File: config.mk
export PLATFORM = sky130hd
export DESIGN_NAME = sfl_ctrl
export DESIGN_NICKNAME = d
export VERILOG_FILES = /design/src/design/sfl_pkg.sv /design/src/design/sfl_ctrl.sv
export SDC_FILE = /design/constraint.sdc
export NUM_CORES = 1
export LEC_CHECK = 0
export ABC_CLOCK_PERIOD_IN_PS = 1700
export BUFFER_PORTS_ARGS = -buffer_cell sky130_fd_sc_hd__buf_2
export CAP_MARGIN = 20
export CORE_MARGIN = 3
export CORE_UTILIZATION = 45
export CTS_CLUSTER_DIAMETER = 40
export CTS_CLUSTER_SIZE = 30
export DETAILED_ROUTE_END_ITERATION = 10
export HOLD_SLACK_MARGIN = 0.15
export PLACE_DENSITY = 0.68
export SLEW_MARGIN = 10
export SYNTH_ARGS = -nofsm -noshare
export SYNTH_HDL_FRONTEND = slang
export SYNTH_SLANG_ARGS = --single-unit
File: constraint.sdc
create_clock -name clk -period 1.7 [get_ports clk]
set_input_delay 0.17 -clock clk [delete_from_list [all_inputs] [get_ports clk]]
set_output_delay 0.17 -clock clk [all_outputs]
set_load 0.02 [all_outputs]
File: src/design/sfl_pkg.sv
package sfl_pkg;

	// Heap geometry
	localparam int HeapBytes  = 65536;
	localparam int ChunkBytes = 512;
	localparam int NumClasses = 11;
	localparam int HeapLimit  = ((HeapBytes < 65536) ? HeapBytes : 65536) / 8 * 8;
	localparam int NWords     = HeapLimit / 4;
	localparam int WordAw     = $clog2(NWords);
	localparam int TableArea  = 'h58;
	localparam int FirstBp    = TableArea + 16;
	localparam int MinBlock   = 24;
	localparam int WalkLimit  = HeapLimit / 8;

	// Widths
	localparam int ClsW   = $clog2(NumClasses);
	localparam int StepsW = $clog2(WalkLimit + 1);
	localparam int EndW   = $clog2(HeapLimit + 1);
	localparam int AsW    = 17;
	localparam int GsW    = AsW + 1;
	localparam int AddrW  = 16;
	localparam int DataW  = 32;
	localparam int StW    = 6;

	// Sequencer steps
	localparam logic [StW-1:0] S_CLR  = 6'd0;
	localparam logic [StW-1:0] S_I0   = 6'd1;
	localparam logic [StW-1:0] S_I1   = 6'd2;
	localparam logic [StW-1:0] S_I2   = 6'd3;
	localparam logic [StW-1:0] S_IDLE = 6'd4;
	localparam logic [StW-1:0] S_DSP  = 6'd5;
	localparam logic [StW-1:0] S_DONE = 6'd6;
	localparam logic [StW-1:0] S_FR0  = 6'd7;
	localparam logic [StW-1:0] S_FR1  = 6'd8;
	localparam logic [StW-1:0] S_FR2  = 6'd9;
	localparam logic [StW-1:0] S_F1   = 6'd10;
	localparam logic [StW-1:0] S_F2   = 6'd11;
	localparam logic [StW-1:0] S_F3   = 6'd12;
	localparam logic [StW-1:0] S_F4   = 6'd13;
	localparam logic [StW-1:0] S_G0   = 6'd14;
	localparam logic [StW-1:0] S_G1   = 6'd15;
	localparam logic [StW-1:0] S_G2   = 6'd16;
	localparam logic [StW-1:0] S_GR   = 6'd17;
	localparam logic [StW-1:0] S_M0   = 6'd18;
	localparam logic [StW-1:0] S_M1   = 6'd19;
	localparam logic [StW-1:0] S_M2   = 6'd20;
	localparam logic [StW-1:0] S_M3   = 6'd21;
	localparam logic [StW-1:0] S_M4   = 6'd22;
	localparam logic [StW-1:0] S_M5   = 6'd23;
	localparam logic [StW-1:0] S_M6   = 6'd24;
	localparam logic [StW-1:0] S_MA1  = 6'd25;
	localparam logic [StW-1:0] S_MA2  = 6'd26;
	localparam logic [StW-1:0] S_MB1  = 6'd27;
	localparam logic [StW-1:0] S_MB2  = 6'd28;
	localparam logic [StW-1:0] S_MC1  = 6'd29;
	localparam logic [StW-1:0] S_MC2  = 6'd30;
	localparam logic [StW-1:0] S_MC3  = 6'd31;
	localparam logic [StW-1:0] S_P0   = 6'd32;
	localparam logic [StW-1:0] S_P1   = 6'd33;
	localparam logic [StW-1:0] S_PS0  = 6'd34;
	localparam logic [StW-1:0] S_PS1  = 6'd35;
	localparam logic [StW-1:0] S_PS2  = 6'd36;
	localparam logic [StW-1:0] S_PS3  = 6'd37;
	localparam logic [StW-1:0] S_PN0  = 6'd38;
	localparam logic [StW-1:0] S_PN1  = 6'd39;
	localparam logic [StW-1:0] S_RM0  = 6'd40;
	localparam logic [StW-1:0] S_RM1  = 6'd41;
	localparam logic [StW-1:0] S_RM2  = 6'd42;
	localparam logic [StW-1:0] S_RM3  = 6'd43;
	localparam logic [StW-1:0] S_RM4  = 6'd44;
	localparam logic [StW-1:0] S_RM5  = 6'd45;
	localparam logic [StW-1:0] S_IN0  = 6'd46;
	localparam logic [StW-1:0] S_IN1  = 6'd47;
	localparam logic [StW-1:0] S_IN2  = 6'd48;

	// Controller to datapath
	typedef struct packed {
		logic [StW-1:0] step;
		logic           accept;
		logic           load_out;
	} cmd_t;

	// Datapath to controller
	typedef struct packed {
		logic op;
		logic req_zero;
		logic free_bad;
		logic rd_alloc;
		logic clr_last;
		logic list_end;
		logic last_cls;
		logic fit;
		logic gfail;
		logic bp_zero;
		logic pa;
		logic na;
		logic split;
	} sts_t;

	// Size field of a boundary tag
	function automatic logic [DataW-1:0] tsize(input logic [DataW-1:0] v);
		return {v[DataW-1:3], 3'b000};
	endfunction

	// Power-of-two size class, last class open ended
	function automatic logic [ClsW-1:0] class_of(input logic [DataW-1:0] size);
		logic [ClsW-1:0] c;
		c = '0;
		for (int i = 0; i < NumClasses - 1; i++) begin
			if (size >= (DataW'(32) << i))
				c = ClsW'(i + 1);
		end
		return c;
	endfunction

endpackage

File: src/design/sfl_ctrl.sv
module sfl_ctrl (
	input  logic          clk,
	input  logic          arst_n,
	input  logic          in_valid,
	output logic          in_stall,
	output logic          out_valid,
	input  logic          out_stall,
	output sfl_pkg::cmd_t cmd,
	input  sfl_pkg::sts_t sts
);

	logic [sfl_pkg::StW-1:0] state_q, state_d;
	logic [sfl_pkg::StW-1:0] lret_q, lret_d;
	logic [sfl_pkg::StW-1:0] mret_q, mret_d;
	logic                    init_q;
	logic                    out_valid_q;

	assign in_stall     = state_q != sfl_pkg::S_IDLE;
	assign out_valid    = out_valid_q;
	assign cmd.step     = state_q;
	assign cmd.accept   = (state_q == sfl_pkg::S_IDLE) && in_valid;
	assign cmd.load_out = (state_q == sfl_pkg::S_DONE) && (!out_valid_q || !out_stall);

	// Step sequencing
	always_comb begin
		state_d = state_q;
		lret_d  = lret_q;
		mret_d  = mret_q;
		case (state_q)
			sfl_pkg::S_CLR:  if (sts.clr_last) state_d = sfl_pkg::S_I0;
			sfl_pkg::S_I0:   state_d = sfl_pkg::S_I1;
			sfl_pkg::S_I1:   state_d = sfl_pkg::S_I2;
			sfl_pkg::S_I2:   state_d = sfl_pkg::S_G0;
			sfl_pkg::S_IDLE: if (in_valid) state_d = sfl_pkg::S_DSP;
			sfl_pkg::S_DSP: begin
				if (!sts.op)
					state_d = sts.req_zero ? sfl_pkg::S_DONE : sfl_pkg::S_F1;
				else
					state_d = sts.free_bad ? sfl_pkg::S_DONE : sfl_pkg::S_FR0;
			end
			sfl_pkg::S_DONE: if (cmd.load_out) state_d = sfl_pkg::S_IDLE;
			// Free
			sfl_pkg::S_FR0:  state_d = sfl_pkg::S_FR1;
			sfl_pkg::S_FR1:  state_d = sts.rd_alloc ? sfl_pkg::S_FR2 : sfl_pkg::S_DONE;
			sfl_pkg::S_FR2: begin
				state_d = sfl_pkg::S_M0;
				mret_d  = sfl_pkg::S_DONE;
			end
			// First-fit walk
			sfl_pkg::S_F1:   state_d = sfl_pkg::S_F2;
			sfl_pkg::S_F2: begin
				if (!sts.list_end)
					state_d = sfl_pkg::S_F3;
				else
					state_d = sts.last_cls ? sfl_pkg::S_G0 : sfl_pkg::S_F1;
			end
			sfl_pkg::S_F3:   state_d = sts.fit ? sfl_pkg::S_P0 : sfl_pkg::S_F4;
			sfl_pkg::S_F4:   state_d = sfl_pkg::S_F2;
			// Heap growth
			sfl_pkg::S_G0: begin
				if (sts.gfail) begin
					state_d = init_q ? sfl_pkg::S_IDLE : sfl_pkg::S_DONE;
				end else begin
					state_d = sfl_pkg::S_G1;
					mret_d  = init_q ? sfl_pkg::S_IDLE : sfl_pkg::S_GR;
				end
			end
			sfl_pkg::S_G1:   state_d = sfl_pkg::S_G2;
			sfl_pkg::S_G2:   state_d = sfl_pkg::S_M0;
			sfl_pkg::S_GR:   state_d = sts.bp_zero ? sfl_pkg::S_DONE : sfl_pkg::S_P0;
			// Coalescing
			sfl_pkg::S_M0:   state_d = sfl_pkg::S_M1;
			sfl_pkg::S_M1:   state_d = sfl_pkg::S_M2;
			sfl_pkg::S_M2:   state_d = sfl_pkg::S_M3;
			sfl_pkg::S_M3:   state_d = sfl_pkg::S_M4;
			sfl_pkg::S_M4:   state_d = sfl_pkg::S_M5;
			sfl_pkg::S_M5:   state_d = sfl_pkg::S_M6;
			sfl_pkg::S_M6: begin
				if (sts.pa && sts.na) begin
					state_d = sfl_pkg::S_IN0;
					lret_d  = mret_q;
				end else begin
					state_d = sfl_pkg::S_RM0;
					if (sts.pa)
						lret_d = sfl_pkg::S_MA1;
					else if (sts.na)
						lret_d = sfl_pkg::S_MB1;
					else
						lret_d = sfl_pkg::S_MC1;
				end
			end
			sfl_pkg::S_MA1:  state_d = sfl_pkg::S_MA2;
			sfl_pkg::S_MB1:  state_d = sfl_pkg::S_MB2;
			sfl_pkg::S_MA2, sfl_pkg::S_MB2, sfl_pkg::S_MC3: begin
				state_d = sfl_pkg::S_IN0;
				lret_d  = mret_q;
			end
			sfl_pkg::S_MC1: begin
				state_d = sfl_pkg::S_RM0;
				lret_d  = sfl_pkg::S_MC2;
			end
			sfl_pkg::S_MC2:  state_d = sfl_pkg::S_MC3;
			// Placement
			sfl_pkg::S_P0:   state_d = sfl_pkg::S_P1;
			sfl_pkg::S_P1:   state_d = sts.split ? sfl_pkg::S_PS0 : sfl_pkg::S_PN0;
			sfl_pkg::S_PS0:  state_d = sfl_pkg::S_PS1;
			sfl_pkg::S_PS1: begin
				state_d = sfl_pkg::S_RM0;
				lret_d  = sfl_pkg::S_PS2;
			end
			sfl_pkg::S_PS2:  state_d = sfl_pkg::S_PS3;
			sfl_pkg::S_PS3: begin
				state_d = sfl_pkg::S_IN0;
				lret_d  = sfl_pkg::S_DONE;
			end
			sfl_pkg::S_PN0:  state_d = sfl_pkg::S_PN1;
			sfl_pkg::S_PN1: begin
				state_d = sfl_pkg::S_RM0;
				lret_d  = sfl_pkg::S_DONE;
			end
			// List unlink and insert
			sfl_pkg::S_RM0:  state_d = sfl_pkg::S_RM1;
			sfl_pkg::S_RM1:  state_d = sfl_pkg::S_RM2;
			sfl_pkg::S_RM2:  state_d = sfl_pkg::S_RM3;
			sfl_pkg::S_RM3:  state_d = sfl_pkg::S_RM4;
			sfl_pkg::S_RM4:  state_d = sfl_pkg::S_RM5;
			sfl_pkg::S_RM5:  state_d = lret_q;
			sfl_pkg::S_IN0:  state_d = sfl_pkg::S_IN1;
			sfl_pkg::S_IN1:  state_d = sfl_pkg::S_IN2;
			sfl_pkg::S_IN2:  state_d = lret_q;
			default:         state_d = sfl_pkg::S_IDLE;
		endcase
	end

	// State and output valid
	always_ff @(posedge clk or negedge arst_n) begin
		if (!arst_n) begin
			state_q     <= sfl_pkg::S_CLR;
			lret_q      <= sfl_pkg::S_IDLE;
			mret_q      <= sfl_pkg::S_IDLE;
			init_q      <= 1'b1;
			out_valid_q <= 1'b0;
		end else begin
			state_q <= state_d;
			lret_q  <= lret_d;
			mret_q  <= mret_d;
			if (state_q == sfl_pkg::S_IDLE)
				init_q <= 1'b0;
			if (cmd.load_out)
				out_valid_q <= 1'b1;
			else if (!out_stall)
				out_valid_q <= 1'b0;
		end
	end

	// Result loaded only into a free or draining output slot
	a_load_slot: assert property (@(posedge clk) disable iff (!arst_n)
		cmd.load_out |-> (!out_valid_q || !out_stall))
		else $error("result overwrote a held transaction");

	// An accepted transaction goes straight to dispatch
	a_accept: assert property (@(posedge clk) disable iff (!arst_n)
		cmd.accept |=> (state_q == sfl_pkg::S_DSP))
		else $error("accepted transaction not dispatched");

	// List unlink returns to its caller
	a_ret: assert property (@(posedge clk) disable iff (!arst_n)
		(state_q == sfl_pkg::S_RM5) |=> (state_q == $past(lret_q)))
		else $error("list unlink lost its return step");

	// No transaction taken before the heap is laid out
	a_init: assert property (@(posedge clk) disable iff (!arst_n)
		init_q && (state_q != sfl_pkg::S_IDLE) |-> in_stall)
		else $error("transaction taken during initialisation");

endmodule

**Word-level counts from Yosys, hierarchy flattened**

Cells that the tools add are included.
Widths: inputs -> output; s select.

- Register bits after elaboration: 20
- Input port bits: 17
- Output and inout port bits: 10

- Equal/unequal tests: 54
- Multiplexer cells: 25
- Reduce and logical (&&, ||, !) cells: 18

Operators by type and width:

| operator | count |
|---|---|
| $pmux 6 s41 | 1 |
| $eq 6x6->1 const B | 17 |
| $eq 6x5->1 const B | 16 |
| $eq 6x4->1 const B | 8 |
| $mux 6 | 7 |
| $pmux 6 s5 | 1 |
| $eq 6x3->1 const B | 4 |
| $mux 3 | 6 |
| $mux 4 | 4 |
| $eq 6x2->1 const B | 2 |
| $pmux 6 s2 | 1 |
| $ne 2x2->1 const B | 4 |
| $reduce_or 2->1 | 4 |
| $eq 6x1->1 const B | 1 |
| $logic_not 6->1 | 1 |
| $ne 6x3->1 const B | 1 |
| $reduce_or 3->1 | 2 |
| $mux 5 | 1 |
| $reduce_bool 5->1 | 1 |
| $reduce_or 4->1 | 1 |
| $logic_and 1x1->1 | 3 |
| $mux 1 | 3 |
| $reduce_and 3->1 | 1 |
| $logic_not 1->1 | 2 |
| other kinds (5) | 5 |

**Longest topological paths before layout**

- Word-level depth: 5
- Depth in mapped cells: 8
- Depth with buffers taken out: 5

**Least setup slack after synthesis**

No wires, ideal clock.

- Path kind: flip-flop to flip-flop
- Start point: register state_q[2] (netlist bit)
- End point: register state_q[2] (netlist bit)
- Arrival time: 1.625 ns
- Slack: -0.007 ns
- Stages on the path, launching flop included: 7
- Path through: dfrtp_1 buf_2 nor2b_2 nand3_1 o221ai_2 nor4_2 a31oi_1

- Cells in the longest elaborated chain, start to end: 4

Ends and longest elaborated chain:

| what | line | RTL |
|---|---|---|
| start, declared | sfl_ctrl.sv:12 | `logic [sfl_pkg::StW-1:0] state_q, state_d;` |
| start signal, assigned | sfl_ctrl.sv:138 | `state_q <= sfl_pkg::S_CLR;` |
| start signal, assigned | sfl_ctrl.sv:144 | `state_q <= state_d;` |
| parallel branches: the longest is 4 deep, another holds $pmux 6 s41 | -- |  |

Parallel ways; which one is timed is not known.
A chain may end at the register's enable or synchronous reset.

==> results_dict.tcl <==
set metrics [dict create \
    dp_hpwl_um 4260 \
    start_kind "flip-flop" \
    gp_congestion 0.958 \
    synth-xor-area-share_pct 1.55 \
    power.internal_w 0.00260 \
    irDropWorstVdd_uv 835 \
    syn2layout_area_growth_pct 45.0 \
    grt_pass1_vias 1877 \
    drive_gt1_share_pct 46.2 \
    cts_tree "yes" \
    grt_pass1_wl_um 9200 \
    ant_nets 0 \
    final.period_utilization_pct 104 \
    yosysMostFrequentCell "nand2_1" \
    critPathCaptureType "output pin" \
    synth_top_area_share_pct 20.6 \
    p_sw_share_pct 47.3 \
    relSlewSlack_pct 70.6 \
    n_antenna_cell 0 \
    via_per_inst 5.94 \
    finalSetupViolCount 6 \
    grt_max_degree 18 \
    htreeDepth 1 \
    hp-class "input pin to flip-flop" \
    synthFlopType "dfrtp_1" \
    synthMuxAreaShare_pct 1.25 \
    synth_area_um2 1700 \
    yosys.area_share.simple_pct 32.3 \
    grt_usage_pct 27.4 \
    skew_ns 0.00261 \
    vias 1973 \
    comb_power_share_pct 77.9 \
    rows 21 \
    grt_remaining_overflow 0 \
    stdcell_area_um2 2470 \
    cts_buffers 3 \
    drv_slew 0 \
    fp.coreArea_um2 3490 \
    fp.dieH_um 67.5 \
    hold_ws_ns 0.165 \
    avgSynthCellArea_um2 7.98 \
    clkLatencyLatePin_ns 0.26 \
    antenna_found_initial 0 \
    finalPower_w 0.00493 \
    drt_iter0_markers 253 \
    critPathKind "flip-flop to output pin" \
    synth-compound-area-share_pct 28.4 \
    layout.cells.non_filler 332 \
    hold_viol 0 \
    synthArstFlopShare_pct 100 \
    yosys.area.top_type "dfrtp_1" \
    power.switching_w 0.00233 \
    synthCells 213 \
    seqPwrFrac_pct 15.6 \
    wl_per_cell_um 18.2 \
    tightestPinTransition_ns 0.438 \
    synth_edf_count 0 \
    violations "setup timing" \
    cts_root_buf "clkbuf_8" \
    yosys-top-cells-count "nand2_1, a21oi_1, nor2_1" \
    critPathMaxFanout 11 \
    cp.required_ns 1.53 \
    synth_nets 230 \
    fmax_mhz 565 \
    p_per_area_nw_per_um2 2000 \
    finish.net_count 304 \
    synth.distinct_cells 64 \
    ys_ff_latch 17 \
    clkTransAtPathRegs_ns 0.07 \
    drt-total-wl_um 6060 \
    start_util_pct 48.7 \
    yosys_warnings 0 \
    status "complete, but fails checks" \
    port_buffers 26 \
    clock-sinks 17 \
    rsz0062_at_grt "yes" \
    cap_violations 0 \
    synth_fa_ha_area_share_pct 0.662 \
    post_dp_cell_area_um2 2110 \
    synthTopCellsByArea "dfrtp_1, a21oi_1, nand2_1" \
    synth_top_family_by_area "simple AND/OR/NAND/NOR gates" \
    ys_seq_area_share_pct 25.2 \
    critPathArrivalTime_ns 1.60 \
    dieArea_um2 4550 \
    finalWorstSetupSlack_ns -0.0702 \
    die_x_um 67.5 \
    period_minus_slack_ns 1.77 \
    drc 0 \
    power.share.clock_pct 6.4 \
    first_pass_iters 4 \
    p_leak_nw 1.12 \
    clockBufferDepth 2 \
    numPlacedInstances 311 \
    ios 27 \
]
[through the flow]
| step | util [%] | TNS (ns) | setup WS [ns] |
|---|---|---|---|
| 2_1_floorplan | - | 0 | 0.00945 |
| 3_3_place_gp | 60.4 | -0.418 | -0.0990 |
| 3_5_place_dp | 60.4 | -0.348 | -0.117 |
| 4_1_cts | 65.8 | -0.108 | -0.0390 |
| 5_1_grt | 70.6 | -1.42 | -0.196 |
| 6_report | 70.6 | -0.313 | -0.0702 |
[sequential cells by signal, summed over array words and instances (netlist names)]
register and cells:
state_q 6, mret_q 3, init_q 1, out_valid 1
lret_q 6
[cells in the final DEF (no fill, tap or decap), types with 5 or more instances in the layout]
cell      instances
nor2_1           15
dfrtp_1          12
inv_1             6
buf_2            23
a21oi_1          15
buf_4            53
nand2b_1          6
nor2b_1           5
o21ai_0           7
and3_1            5
buf_6             6
nand2_1          22
a31oi_1           6
[critical path, cell delays in order (launching register included)]
cell and delay (ns):
dfrtp_1 0.41, buf_12 0.16, buf_12 0.13, nor2b_4 0.22, nand3_4 0.11, a21oi_2 0.16
buf_6 0.14
[final cells by class]
| class | instances | area (um^2) |
|---|---|---|
| Clock buffer | 3 | 41.3 |
| Clock inverter | 1 | 5.00 |
| Fill cell | 279 | 1030 |
| Inverter | 6 | 22.5 |
| Multi-Input combinational cell | 171 | 1220 |
| Sequential cell | 17 | 432 |
| Tap cell | 46 | 57.6 |
| Timing Repair Buffer | 88 | 686 |
[routing by layer]
layer | wire (um) | up-vias | track usage [%]
li1 | - | 932 | -
met2 | 2860 | 87 | 41.9
met4 | 203 | 0 | 14.4
met3 | 416 | 18 | 5.32
met1 | 2570 | 936 | 36.2
met5 | 0 | - | 0
[power by group through the flow]
stage / Clock [W] / Combinational (W) / Sequential, W
4_1_cts: 0.000322 / 0.00345 / 0.000765
6_report: 0.000315 / 0.00384 / 0.000771
5_1_grt: 0.000341 / 0.00412 / 0.000794
2_1_floorplan: 0 / 0.00202 / 0.000809
3_5_place_dp: 0 / 0.00315 / 0.000779
3_3_place_gp: 0 / 0.00316 / 0.000768
[cells by family (layout without fill, tap and decap cells)]
group | count (synthesis) | after routing
adders and majority gates | 1 | 1
and+or+nand+nor | 98 | 98
buffers and inverters | 25 | 98
AOI/OAI and AO/OA | 67 | 67
muxes | 2 | 2
xor gates and xnor gates | 3 | 3
DFF | 17 | 17
[repair_timing]
action                     in CTS  in global routing
setup endpoints to repair      11                 17
buffers inserted                8                  8
pin swaps                       6                 15
hold endpoints to repair       17                  0
gates resized for setup        18                 22
hold buffers                    1                  0
[worst paths after layout]
check / cells after the start / startpoint / end / slack [ns]
setup / recovery: 6 / state_q[3] / cmd[0] / -0.07
max in group asynchronous: 2 / arst_n / mret_q[2] / 1.02
hold / removal: 3 / out_stall / out_valid / 0.17
min in group asynchronous: 2 / arst_n / lret_q[5] / 0.36
setup reg to reg: 6 / state_q[5] / state_q[2] / -0.06
hold reg to reg: 2 / lret_q[2] / lret_q[2] / 0.47
No activity file was read; power rests on OpenSTA's default activity.
